===== config.mk =====
export PLATFORM = sky130hd
export DESIGN_NAME = srrt_front
export DESIGN_NICKNAME = d
export VERILOG_FILES = /design/src/rtl/core/selective_repeat_rx_tracker_core_assert.svh /design/src/rtl/core/srrt_pkg.sv /design/src/rtl/core/srrt_front.sv
export SDC_FILE = /design/constraint.sdc
export NUM_CORES = 1
export LEC_CHECK = 0
export ABC_AREA = 1
export BUFFER_PORTS_ARGS = -buffer_cell sky130_fd_sc_hd__buf_2
export CORE_ASPECT_RATIO = 0.5
export CORE_MARGIN = 8
export CORE_UTILIZATION = 34
export DETAILED_ROUTE_END_ITERATION = 8
export PLACE_DENSITY = 0.86
export REMOVE_ABC_BUFFERS = 1
export SYNTH_ARGS = -nofsm -noshare
export SYNTH_HDL_FRONTEND = slang
export SYNTH_SLANG_ARGS = --single-unit

===== constraint.sdc =====
create_clock -name vclk -period 1.5
set_clock_uncertainty 0.2 [all_clocks]
set_input_delay 0.15 -clock vclk [all_inputs]
set_output_delay 0.15 -clock vclk [all_outputs]
set_load 0.005 [all_outputs]

===== src/rtl/core/selective_repeat_rx_tracker_core_assert.svh =====
// Assertion macros shared by the receive tracker RTL.
`ifndef SELECTIVE_REPEAT_RX_TRACKER_CORE_ASSERT_SVH
`define SELECTIVE_REPEAT_RX_TRACKER_CORE_ASSERT_SVH

// Same-cycle implication, disabled while reset is active.
`define SRRT_ASSERT_IMP(lbl, clk, rst_n, ante, cons, msg) \
  lbl: assert property (@(posedge clk) disable iff (!rst_n) (ante) |-> (cons)) \
    else $error(msg);

// Next-cycle implication, disabled while reset is active.
`define SRRT_ASSERT_NXT(lbl, clk, rst_n, ante, cons, msg) \
  lbl: assert property (@(posedge clk) disable iff (!rst_n) (ante) |=> (cons)) \
    else $error(msg);

`endif


===== src/rtl/core/srrt_pkg.sv =====
// Types, constants and helper functions of the receive tracker.
package srrt_pkg;

  // Default configuration of the parameters.
  localparam int unsigned MAX_PACKETS_DEF  = 4096;
  localparam int unsigned RESEND_BURST_DEF = 64;
  localparam int unsigned CHUNK_BYTES_DEF  = 1436;

  // Header values that a data packet must carry.
  localparam logic [15:0] HDR_MAGIC   = 16'h5556;
  localparam logic [7:0]  HDR_VERSION = 8'd1;
  localparam logic [7:0]  TYPE_DATA   = 8'd1;

  // Field widths.
  localparam int unsigned ROW_BITS   = 64;
  localparam int unsigned XID_W      = 32;
  localparam int unsigned TOTAL_W    = 13;
  localparam int unsigned BASE_W     = 48;
  localparam int unsigned OFF_W      = 49;
  localparam int unsigned SEQ_OUT_W  = 13;
  localparam int unsigned CFG_IDX_W  = 2;
  localparam int unsigned CFG_DATA_W = 48;

  // Function codes of an input item.
  localparam logic [1:0] FUNC_START = 2'd0;
  localparam logic [1:0] FUNC_DATA  = 2'd1;
  localparam logic [1:0] FUNC_TICK  = 2'd2;

  // Configuration register indexes.
  localparam logic [CFG_IDX_W-1:0] REG_TRANSFER_ID   = 2'd0;
  localparam logic [CFG_IDX_W-1:0] REG_TOTAL_PACKETS = 2'd1;
  localparam logic [CFG_IDX_W-1:0] REG_REMOTE_BASE   = 2'd2;

  // Result kinds.
  localparam logic MSG_ACK    = 1'b0;
  localparam logic MSG_RESEND = 1'b1;

  // Commands handed from the classifier to the executor.
  typedef enum logic [1:0] {
    OP_START    = 2'd0,
    OP_DATA     = 2'd1,
    OP_DATA_OOR = 2'd2,
    OP_TICK     = 2'd3
  } cmd_op_e;

  typedef struct packed {
    logic [1:0]  func;
    logic [15:0] magic;
    logic [7:0]  version;
    logic [7:0]  pkt_type;
    logic [31:0] pkt_xid;
    logic [31:0] pkt_seq;
    logic [31:0] pkt_total;
  } in_item_t;

  typedef struct packed {
    logic                 msg_kind;
    logic [SEQ_OUT_W-1:0] seq_out;
    logic [OFF_W-1:0]     byte_offset;
    logic                 store_payload;
    logic                 done_res;
    logic                 last;
  } out_item_t;

  // Lowest set bit of a bitmap row: {found, index}.
  function automatic logic [6:0] first_set64(input logic [63:0] v);
    logic [6:0] res;
    res = '0;
    for (int i = 63; i >= 0; i--) begin
      if (v[i]) begin
        res = {1'b1, 6'(i)};
      end
    end
    return res;
  endfunction

  // Mask with the n lowest bits set, n from 0 to 64.
  function automatic logic [63:0] low_mask64(input logic [6:0] n);
    logic [63:0] m;
    if (n >= 7'd64) begin
      m = '1;
    end else begin
      m = (64'd1 << n) - 64'd1;
    end
    return m;
  endfunction

endpackage


===== src/rtl/core/srrt_front.sv =====
// Classifier: checks the header of an incoming beat and turns it into a command.
module srrt_front #(
  parameter int unsigned MAX_PACKETS = srrt_pkg::MAX_PACKETS_DEF,
  localparam int unsigned CNT_W = $clog2(MAX_PACKETS + 1),
  localparam int unsigned IDX_W = $clog2(MAX_PACKETS)
) (
  input  srrt_pkg::in_item_t  item_i,
  input  logic [31:0]         xid_i,
  input  logic [CNT_W-1:0]    total_i,
  output logic                cmd_valid_o,
  output srrt_pkg::cmd_op_e   cmd_op_o,
  output logic [IDX_W-1:0]    cmd_seq_o
);

  import srrt_pkg::*;

  logic hdr_ok;
  logic seq_in_range;

  // A data header must match the constants and the current transfer.
  assign hdr_ok = (item_i.magic == HDR_MAGIC) &&
                  (item_i.version == HDR_VERSION) &&
                  (item_i.pkt_type == TYPE_DATA) &&
                  (item_i.pkt_xid == xid_i) &&
                  (item_i.pkt_total == 32'(total_i));

  assign seq_in_range = (item_i.pkt_seq < 32'(total_i));
  assign cmd_seq_o    = IDX_W'(item_i.pkt_seq);

  // Dropped headers and the unused function code yield no command.
  always_comb begin
    cmd_valid_o = 1'b0;
    cmd_op_o    = OP_START;
    case (item_i.func)
      FUNC_START: begin
        cmd_valid_o = 1'b1;
        cmd_op_o    = OP_START;
      end
      FUNC_DATA: begin
        cmd_valid_o = hdr_ok;
        cmd_op_o    = seq_in_range ? OP_DATA : OP_DATA_OOR;
      end
      FUNC_TICK: begin
        cmd_valid_o = 1'b1;
        cmd_op_o    = OP_TICK;
      end
      default: begin
        cmd_valid_o = 1'b0;
      end
    endcase
  end

endmodule


== Word-level counts from Yosys, hierarchy flattened ==
Cells that the tools add are included.

* Flip-flop bits (word level): 0
* Bits of input ports: 175
* Output and inout port bits: 15
* Logic and storage cells: 17

* Magnitude comparators: 1
* Equal/unequal tests: 7
* Multiplexer cells: 3
* Reductions and logical operators: 6

{| class="wikitable"
|+ Operator list
! operator !! number
|-
| equality test 32 x 13 -> 1 bit || 1
|-
| equality test 32 bit || 1
|-
| < comparator 32 x 13 -> 1 bit || 1
|-
| equality test 16 x 15 -> 1 bit, second input constant || 1
|-
| equality test 8 x 1 -> 1 bit, second input constant || 2
|-
| logical AND 1 bit || 4
|-
| one-hot mux 2 bit (2 select lines) || 1
|-
| equality test 2 x 1 -> 1 bit, second input constant || 1
|-
| equality test 2 bit, second input constant || 1
|-
| zero test 2 bit || 1
|-
| 2-to-1 mux 2 bit || 1
|-
| one-hot mux 1 bit (2 select lines) || 1
|-
| OR reduction 2 bit || 1
|}

== Depth between registers and ports, before layout ==
* Depth in word-level cells: 6
* Gate-level depth with buffers: 12
* Mapped depth without buffers: 12

== Worst setup path after synthesis ==
Ideal clock, no wire load.

* Kind: in2out
* Start: input total_i[9]
* End: output cmd_op_o[0]
* Data arrival time: 1.079 ns
* Data required time: 1.150 ns
* Path slack: 0.071 ns
* Cell stages on the path: 9
* Buffers on the path: 0
* Cell sequence: inv_1 ha_1 nand2_1 inv_1 o21ai_0 a21oi_1 nor2_1 nand3_1 a21oi_1

* Cells in the longest elaborated chain, start to end: 3

{| class="wikitable"
|+ Ends and longest elaborated chain
! item !! line !! source
|-
| from (decl) || srrt_front.sv:9 || <nowiki>input logic [CNT_W-1:0] total_i,</nowiki>
|-
| < comparator 32 x 13 -> 1 bit || srrt_front.sv:27 || <nowiki>assign seq_in_range = (item_i.pkt_seq < 32'(total_i));</nowiki>
|-
| 2-to-1 mux 2 bit || srrt_front.sv:41 || <nowiki>cmd_op_o = seq_in_range ? OP_DATA : OP_DATA_OOR;</nowiki>
|-
| one-hot mux 2 bit (2 select lines) || srrt_front.sv:34 || <nowiki>case (item_i.func)</nowiki>
|-
| to (decl) || srrt_front.sv:11 || <nowiki>output srrt_pkg::cmd_op_e cmd_op_o,</nowiki>
|}

No other way between the ends.

== Final worst setup path ==
* Start: input total_i[5]
* End: output cmd_op_o[0]

The elaborated chain is that of the path after synthesis.

==> run summary <==
status - finished, violations left
violated checks - setup timing
share of layout cells above drive strength 1 - 0.489
Post-route DRC - 0
Layout area overhead - 84.7%
Final Hold Viols - 0
PwrDens - 236 mW/mm2
number of setup violations in the final report - 3
initial antenna violation count - 0
vias in the first global route - 2366
Hold Worst Slack - 289 ps
CP arrival - 1370 ps
wire length per cell - 12.4 um
simple-gate share of the synthesized area - 0.476
switching power - 0.288 mW
final worst slack - -225 ps
RSZ-0062 raised after global routing - yes
Reg area - 0 um2
nets@finish - 696
fin crit period - 1720 ps
syn avg cell area - 4.90 um2
Initial Util - 0.347
largest family of logic cells by synthesized area - simple AND/OR/NAND/NOR gates
FP Rows - 17
diode count - 0
global-route wire length before repair - 10600 um
antenna viol nets, final - 0
synth warn - 0
combinational cell fraction of total power - 1.000
Final GP Congestion - 0.889
CP most frequent cell - a21oi_2
Layout Utilization - 0.641
slowest CP cell - ha_4
CP Launch Type - primary input
critical-path maximum fanout - 2
post-synthesis sequential area ratio - 0
Slew Viols, Final - 0
gr usage total - 0.185
clock power share - 0
Syn Inst Count - 306
Horiz. Die Dim - 110 um
CP required - 1150 ps
IO Count - 190
Setup TNS - -578 ps
via count - 2338
crit-path max cell delay - 190 ps
Max transition margin - 0.818
switch share - 0.440
most frequent cells in the layout - buf_2 (183), nand2_1 (88), nor2_1 (68)
Tcrit/Tclk final - 1.15
Detailed Route Iter0 Violations - 70
xor/xnor share of the synthesized area - 0.123
DR vias/cell - 4.18
total core area - 0.00432 mm2
Adder-Cell Fraction of Synth Area - 0.134
CP Capture Type - output pin
Synth Cell Area - 0.00150 mm2
Post-DP HPWL - 6220 um
WS Path Type - primary input to output pin
Netlist cell types - 18
maximum vdd ir drop - 0.160 mV
leak pwr - 1.71 nW
grt ovf - 0
commonest non-fill, non-tap cell in the layout - buf_2
sequential cell count - 0
Compound-Gate Fraction of Synth Area - 0.0626
CP cell instances - buf_8 > inv_6 > ha_4 > a21oi_2 > nor2_1 > nor3_1 > nand2_1 > nand2_2 > nand3_2 > a21oi_2 > buf_2
hold_buf cts - 0
measured slew at the worst slew-check pin - 271 ps
die area - 0.00692 mm2
WL final - 6950 um
multiplexer share of the synthesized area - 0
largest net degree at the start of global routing - 4
clock buf count - 0
internal power - 0.366 mW
Flop pwr share - 0
path type of the worst min-delay path - primary input to output pin
fmax - 580 MHz
first-pass iteration count of the detailed router - 5
input/output buffers - 190
maxcap violations - 0
Die H - 63.0 um
==> routing by layer <==
metal,part of all wire,global-route usage,wire (um)
met1,0.36,0.195,2530
met2,0.56,0.373,3860
met3,0.067,0.0309,463
met4,0.015,0.0217,101
met5,0,0,0
==> Yosys cell counts, drive strengths merged <==
master | instances | area, um2
nor3 | 1 | 5.00
a21oi | 7 | 38.8
xnor2 | 14 | 123
nand2 | 98 | 375
nand4 | 4 | 25.0
buf | 12 | 90.1
o21ai | 11 | 55.1
xor2 | 7 | 61.3
ha | 16 | 200
nor2 | 72 | 273
nand3 | 4 | 20.0
inv | 58 | 218
nand3b | 2 | 15.0
==> per-stage QoR <==
step,worst slack [ps],power [mW],cell area (um2),std cells
2_1_floorplan,70.9,0.235,1410,294
3_3_place_gp,-269,0.577,2570,559
3_5_place_dp,-285,0.589,2570,559
4_1_cts,-231,0.622,2670,560
5_1_grt,-311,0.733,2770,560
6_report,-225,0.653,2770,560
==> repair_timing <==
item                                    4_1_cts  5_1_grt
endpoints found under the setup margin        3        3
pin swaps                                    13       26
gates cloned                                  0        0
buffers inserted                              1        1
gates resized for setup                      16       28
==> worst max-delay path, delay by kind of cell <==
kind            cells  cell delay, ps
simple gates        5             510
buf+inv             3             280
compound gates      2             250
fa+ha+maj           1             190
==> path summary, 6_finish.rpt <==
path	start	depth (start not counted)	slack [ps]	end
max	total_i[5]	11	-220	cmd_op_o[0]
min	item_i[33]	2	290	cmd_seq_o[1]
==> power groups by stage <==
stage,Clock (mW),Combinational [mW],Sequential [mW]
after floorplan,0,0.235,0
after global placement,0,0.577,0
after detailed placement,0,0.589,0
after CTS,0,0.622,0
after global routing,0,0.733,0
final,0,0.653,0
==> area by class of cell <==
| class | count | area, um2 |
|---|---|---|
| Fill cell | 421 | 1550 |
| Multi-Input combinational cell | 236 | 1320 |
| Timing Repair Buffer | 209 | 1150 |
| Inverter | 58 | 225 |
| Tap cell | 57 | 71.3 |
==> cell families after synthesis <==
kind of cell	count (synthesis)
and+or+nand+nor	181
buffers and inverters	70
xor gates and xnor gates	21
AOI/OAI and AO/OA	18
adders and majority gates	16
Note: power is estimated with default switching activity, not from simulation.
