[src/rtl/core/selective_repeat_rx_tracker_core_assert.svh]
// Assertion macros shared by the receive tracker RTL.
`ifndef SELECTIVE_REPEAT_RX_TRACKER_CORE_ASSERT_SVH
`define SELECTIVE_REPEAT_RX_TRACKER_CORE_ASSERT_SVH

// Same-cycle implication, disabled while reset is active.
`define SRRT_ASSERT_IMP(lbl, clk, rst_n, ante, cons, msg) \
  lbl: assert property (@(posedge clk) disable iff (!rst_n) (ante) |-> (cons)) \
    else $error(msg);

// Next-cycle implication, disabled while reset is active.
`define SRRT_ASSERT_NXT(lbl, clk, rst_n, ante, cons, msg) \
  lbl: assert property (@(posedge clk) disable iff (!rst_n) (ante) |=> (cons)) \
    else $error(msg);

`endif

[src/rtl/core/srrt_fifo.sv]
// Small first-in first-out queue of register entries.
module srrt_fifo #(
  parameter int unsigned WIDTH = 8,
  parameter int unsigned DEPTH = 2,
  localparam int unsigned AW = (DEPTH > 1) ? $clog2(DEPTH) : 1,
  localparam int unsigned CW = $clog2(DEPTH + 1)
) (
  input  logic             clk_i,
  input  logic             rst_ni,
  input  logic             push_i,
  input  logic [WIDTH-1:0] wdata_i,
  output logic             full_o,
  input  logic             pop_i,
  output logic [WIDTH-1:0] rdata_o,
  output logic             empty_o
);

  logic [WIDTH-1:0] mem_q [DEPTH];
  logic [AW-1:0]    wr_ptr_q, wr_ptr_d;
  logic [AW-1:0]    rd_ptr_q, rd_ptr_d;
  logic [CW-1:0]    cnt_q, cnt_d;
  logic             do_push, do_pop;

  assign full_o  = (cnt_q == CW'(DEPTH));
  assign empty_o = (cnt_q == '0);
  assign do_push = push_i && !full_o;
  assign do_pop  = pop_i && !empty_o;
  assign rdata_o = mem_q[rd_ptr_q];

  // Pointer and fill-count update with wrap at the depth.
  always_comb begin
    wr_ptr_d = wr_ptr_q;
    rd_ptr_d = rd_ptr_q;
    cnt_d    = cnt_q;
    if (do_push) begin
      wr_ptr_d = (wr_ptr_q == AW'(DEPTH - 1)) ? '0 : wr_ptr_q + 1'b1;
    end
    if (do_pop) begin
      rd_ptr_d = (rd_ptr_q == AW'(DEPTH - 1)) ? '0 : rd_ptr_q + 1'b1;
    end
    if (do_push && !do_pop) begin
      cnt_d = cnt_q + 1'b1;
    end else if (do_pop && !do_push) begin
      cnt_d = cnt_q - 1'b1;
    end
  end

  always_ff @(posedge clk_i or negedge rst_ni) begin
    if (!rst_ni) begin
      wr_ptr_q <= '0;
      rd_ptr_q <= '0;
      cnt_q    <= '0;
    end else begin
      wr_ptr_q <= wr_ptr_d;
      rd_ptr_q <= rd_ptr_d;
      cnt_q    <= cnt_d;
    end
  end

  // Entry storage needs no reset.
  always_ff @(posedge clk_i) begin
    if (do_push) begin
      mem_q[wr_ptr_q] <= wdata_i;
    end
  end

endmodule

[config.mk]
export PLATFORM = sky130hd
export DESIGN_NAME = srrt_fifo
export DESIGN_NICKNAME = d
export VERILOG_FILES = /design/src/rtl/core/selective_repeat_rx_tracker_core_assert.svh /design/src/rtl/core/srrt_fifo.sv
export SDC_FILE = /design/constraint.sdc
export NUM_CORES = 1
export LEC_CHECK = 0
export BUFFER_PORTS_ARGS = -buffer_cell sky130_fd_sc_hd__buf_2
export CAP_MARGIN = 20
export CORE_AREA = 2 2 44 46
export CTS_CLUSTER_DIAMETER = 30
export DETAILED_ROUTE_END_ITERATION = 8
export DIE_AREA = 0 0 46 48
export GPL_ROUTABILITY_DRIVEN = 0
export HOLD_SLACK_MARGIN = 0.1
export PLACE_DENSITY = 0.8
export SYNTH_ARGS = -nofsm -noshare
export SYNTH_HDL_FRONTEND = slang
export SYNTH_SLANG_ARGS = --single-unit
[constraint.sdc]
create_clock -name clk_i -period 1.97 [get_ports clk_i]
set_clock_uncertainty 0.05 [all_clocks]
set_input_delay 0.394 -clock clk_i [delete_from_list [all_inputs] [get_ports clk_i]]
set_output_delay 0.394 -clock clk_i [all_outputs]
set_load 0.005 [all_outputs]
### After elaboration in Yosys (flattened, before gate mapping)

Memories as Yosys holds them, arrays and structs flattened.
Cells that the tools add are included.

| word-level totals | value |
|---|---|
| output and inout port bits | 10 |
| memories kept | 1 |
| word-level logic and storage cells | 25 |
| input bits | 12 |
| register bits after elaboration | 4 |
| memory bits (writable) | 16 |

Memory list:

| memory | depth | bits a word | read ports | clocked after memory_dff | write ports | line | RTL |
|---|---|---|---|---|---|---|---|
| mem_q | 2 | 8 | 1 | 0 | 1 | srrt_fifo.sv:18 | `logic [WIDTH-1:0] mem_q [DEPTH];` |

| operators by class | value |
|---|---|
| reductions and logical operators | 10 |
| eq/ne operators | 1 |
| multiplexer cells | 6 |
| add/subtract/negate cells | 4 |

Operators by type and width:

| cell | number |
|---|---|
| $logic_and A1 B1 Y1 | 4 |
| $logic_not A1 Y1 | 4 |
| $mux W1 | 4 |
| $mux W2 | 2 |
| $add A1 B1 Y1 const B | 2 |
| $add A2 B1 Y2 const B | 1 |
| $eq A2 B2 Y1 const B | 1 |
| $logic_not A2 Y1 | 1 |
| $reduce_bool A2 Y1 | 1 |
| $sub A2 B1 Y2 const B | 1 |

### Longest topological paths before layout

| depth | value |
|---|---|
| depth in word-level cells | 7 |
| mapped depth | 7 |
| mapped depth without buffers | 7 |

### Worst setup path before layout

No wires, ideal clock.

| timing path | value |
|---|---|
| path type | reg2reg |
| start | register cnt_q[0] |
| end | memory mem_q[0][0] (enable) |
| path buffers | 0 |
| setup slack | 528 ps |
| arrival time | 1,022 ps |
| stages on the path, launching flop included | 4 |
| data required time | 1,550 ps |
| clock period less this slack | 1,442 ps |
| library setup time | 370 ps |
| cells stage by stage | dfrtp_1 -> nand2b_1 -> nand2_2 -> nor2_1 |

| between the ends | value |
|---|---|
| cells in the longest elaborated chain, start to end | 5 |

Ends and longest elaborated chain:

| item | line | RTL |
|---|---|---|
| start, declared | srrt_fifo.sv:21 | `logic [CW-1:0] cnt_q, cnt_d;` |
| start signal, assigned | srrt_fifo.sv:56 | `cnt_q <= cnt_d;` |
| $eq A2 B2 Y1 | srrt_fifo.sv:24 | `assign full_o = (cnt_q == CW'(DEPTH));` |
| $logic_not A1 Y1 | srrt_fifo.sv:26 | `assign do_push = push_i && !full_o;` |
| $logic_and A1 B1 Y1 | srrt_fifo.sv:26 |  |
| $mux W1 | srrt_fifo.sv:62 | `if (do_push) begin` |
| $mux W1 (implied by the code) | srrt_fifo.sv:63 | `mem_q[wr_ptr_q] <= wdata_i;` |
| end, declared | srrt_fifo.sv:18 |  |

Every way passes these cells.

### Worst setup path in the final report

| timing path | value |
|---|---|
| start | register rd_ptr_q |
| end | output port rdata_o[2] |

| between the ends | value |
|---|---|
| cells in the longest elaborated chain, start to end | 1 |

Ends and longest elaborated chain:

| item | line | RTL |
|---|---|---|
| start, declared | srrt_fifo.sv:20 | `logic [AW-1:0] rd_ptr_q, rd_ptr_d;` |
| start signal, assigned | srrt_fifo.sv:55 | `rd_ptr_q <= rd_ptr_d;` |
| $mem_v2 Z2 W8 | - |  |
| end, declared | srrt_fifo.sv:14 | `output logic [WIDTH-1:0] rdata_o,` |

Every way passes these cells.

==> results by group <==
Run status
  – Status: finished clean

STA
  – Maximum clock rate: approximately 550 MHz
  – Post-layout min period: around 1.8 ns
  – Hold_ws: approximately 0.24 ns
  – Worst-Margin Slew: between 0.3 and 0.4 ns
  – Final WS setup: 0.142 ns
  – Final hold vios: 0
  – RSZ-0062 raised after global routing: no
  – Slew Viols, Final: 0
  – TNS Setup: 0 ns
  – Final setup viols: 0
  – Max_slew headroom: between 70% and 80%
  – Final period util: roughly 93%

Power and ir drop
  – Worst vdd rail ir drop: 0.666 mV
  – Pint: about 930 uW
  – LEAKAGE: 0.405 nW
  – Total power: around 1.3 mW
  – Sw power: ~380 uW
  – Switching Share: between 20% and 30%
  – Combinational power share: around 30%
  – P per Cell Area: between 1000 and 1500 nW/um2
  – Sequential Power Share: a little over half
  – Clock network fraction of total power: between 10% and 20%

Route
  – Total wire length: 1070 um
  – Vias per inst: roughly 4.8
  – WL/cell: approximately 12 um
  – Router iterations before antenna repair: 2
  – Antenna viol nets, final: 0
  – DR vias: between 400 and 500
  – Initial detailed-routing violation count: 8
  – Post-route DRC: 0

Finish
  – Nets@finish: 84
  – Multi-input logic area: roughly 190 um2
  – Antenna Cells: 0
  – FF+latch area: 581 um2
  – Fillers: between 100 and 150
  – Layout cells sized above 1: between 40% and 50%
  – Area delta synth->final: 22.4%

Placed design
  – Post-DP HPWL: 794 um
  – Port Buf Inserts: 21
  – Pre-CTS setup slack: 0.449 ns

Setup path
  – Worst path cell trace: mux2_2 -> buf_2
  – Family with the most delay on the worst path: flip-flops
  – Slowest stage cell on the critical path: dfrtp_1
  – Worst setup EP type: output pin
  – Buf/Inv on CP: 1
  – Crit path DAT: between 1 and 1.5 ns
  – CP Class: flop to output pin
  – CP startpoint kind: flop
  – Critical Path Max Stage Delay: approximately 0.6 ns
  – Worst EP required: 1.53 ns
  – Critical path peak fanout: 9

Logic synthesis
  – Net Count, Synth: 57
  – Seq cells post-synth: 20
  – Post-synthesis instance total: 44
  – Compound-Gate Fraction of Synth Area: less than 1%
  – XOR/XNOR share of the synthesized area: around 6.6%
  – Netlist cell types: 15
  – Simple-gate share of the synthesized area: slightly below 4%
  – Synth Cell Area: roughly 800 um2
  – Mux share of post-synthesis cell area: 11.5%
  – Seq/Total Area, Yosys: roughly three quarters
  – Combinational family with the most area after synthesis: multiplexers
  – Yosys synthesis warning count: 0
  – Syn Area/Cell: between 15 and 20 um2
  – Synth Area in Adders: approximately 1.6%

Clock tree
  – Post_cts resized: 0
  – CTS clk-pin slew, worst paths: between 0.1 and 0.15 ns
  – Sink Count: 20
  – H-tree depth: 1
  – Skew-Pair Late Insertion Delay: approximately 0.28 ns
  – CTS tree: done
  – Clock Path Buffers: 2
  – Num CTS Buffers: 3
  – CTS root buf: clkbuf_4

Die
  – Die width: 46 um
  – Effective utilization at floorplan: a little under half
  – Die height: between 40 and 50 um
  – Site Rows: 15
  – Core area: between 1500 and 2000 um2
  – Die area: 2210 um2
  – Ports: 22

Global routing
  – Vias in the first global route: 405
  – Initial antenna violation count: 0
  – First-pass GRT wire length: between 1500 and 2000 um
  – Tot GR Track Use: between 10% and 20%
  – Overflow left after global routing: 0
  – Largest net degree at the start of global routing: 12

Hold path
  – HP Class: input pin to flop

Job
  – Max cap viols: 0
layout make-up:
class                           count  share of cell area (%)
Timing Repair Buffer               23                    12.8
Inverter                            2                   0.784
Clock buffer                        4                    3.79
Sequential cell                    20                    60.7
Tap cell                           17                    2.22
Multi-Input combinational cell     21                    19.7
path summary, 6_finish.rpt:
path	endpoint	start	slack [ns]	depth (start not counted)
max	rdata_o[2]	rd_ptr_q$_DFFE_PN0P_	0.14	2
min	mem_q[0][0]$_DFFE_PP_	wdata_i[0]	0.24	1
max reg2reg	cnt_q[1]$_DFFE_PN0P_	cnt_q[0]$_DFFE_PN0P_	0.44	7
min reg2reg	cnt_q[1]$_DFFE_PN0P_	cnt_q[1]$_DFFE_PN0P_	0.48	1
max in group asynchronous	rd_ptr_q$_DFFE_PN0P_	rst_ni	1.38	2
min in group asynchronous	cnt_q[1]$_DFFE_PN0P_	rst_ni	0.38	2
stage by stage:
stage                     std cells  utilization [%]  area (um2)
final                            87             56.7         957
after global routing             87             56.7         957
after CTS                        87             56.7         957
after detailed placement         82             53.9         911
after global placement           82             53.9         911
after floorplan                  44                -         782
synthesized netlist by cell type, drive strengths merged:
cell type	count	area share, %
edfxtp	16	61
and3	1	0.80
buf	1	0.64
inv	2	0.96
nor2	3	1.4
dfrtp	4	13
mux2	8	12
o21ai	1	0.64
nand2	1	0.80
xnor2	3	4.3
ha	1	1.6
xor2	2	2.2
nand2b	1	0.80
per-layer routing:
metal | up-vias | share of wire [%] | global-route usage, %
met5 | - | 0 | 0
met4 | 0 | 0.93 | 6.86
li1 | 209 | - | -
met1 | 191 | 45 | 12.8
met3 | 2 | 7.0 | 3.77
met2 | 13 | 47 | 17.5
logic make-up (layout without fill, tap and decap cells):
group	after synthesis	in the layout
AOI/OAI and AO/OA	1	1
xor gates and xnor gates	5	5
and+or+nand+nor	6	6
muxes	8	8
adders and majority gates	1	1
buffers and inverters	3	29
DFF	20	20
flip-flops by register name, summed over array words and instances, names as in the netlist:
name / count
mem_q: 16
rd_ptr_q: 1
wr_ptr_q: 1
cnt_q: 2
power by group through the flow:
| stage | combinational, mW | clock [mW] | sequential, mW |
|---|---|---|---|
| after floorplan | 0.296 | 0 | 0.644 |
| after global placement | 0.393 | 0 | 0.686 |
| after detailed placement | 0.400 | 0 | 0.693 |
| after CTS | 0.403 | 0.229 | 0.684 |
| after global routing | 0.445 | 0.252 | 0.700 |
| final | 0.397 | 0.225 | 0.682 |
cells in the final DEF (no fill, tap or decap), types with 2 or more instances in the layout:
| cell type | netlist | routed |
|---|---|---|
| clkbuf_4 | 0 | 3 |
| mux2_1 | 6 | 6 |
| buf_2 | 1 | 21 |
| mux2_2 | 2 | 2 |
| nor2_1 | 3 | 3 |
| edfxtp_1 | 16 | 16 |
| inv_1 | 2 | 2 |
| xnor2_1 | 2 | 2 |
| dfrtp_1 | 4 | 4 |
| xor2_1 | 2 | 2 |
repair_timing:
action	CTS	global route
buffers inserted	0	0
hold buffers	1	0
hold endpoints to repair	4	0
Power figures use the tool's default switching activity.
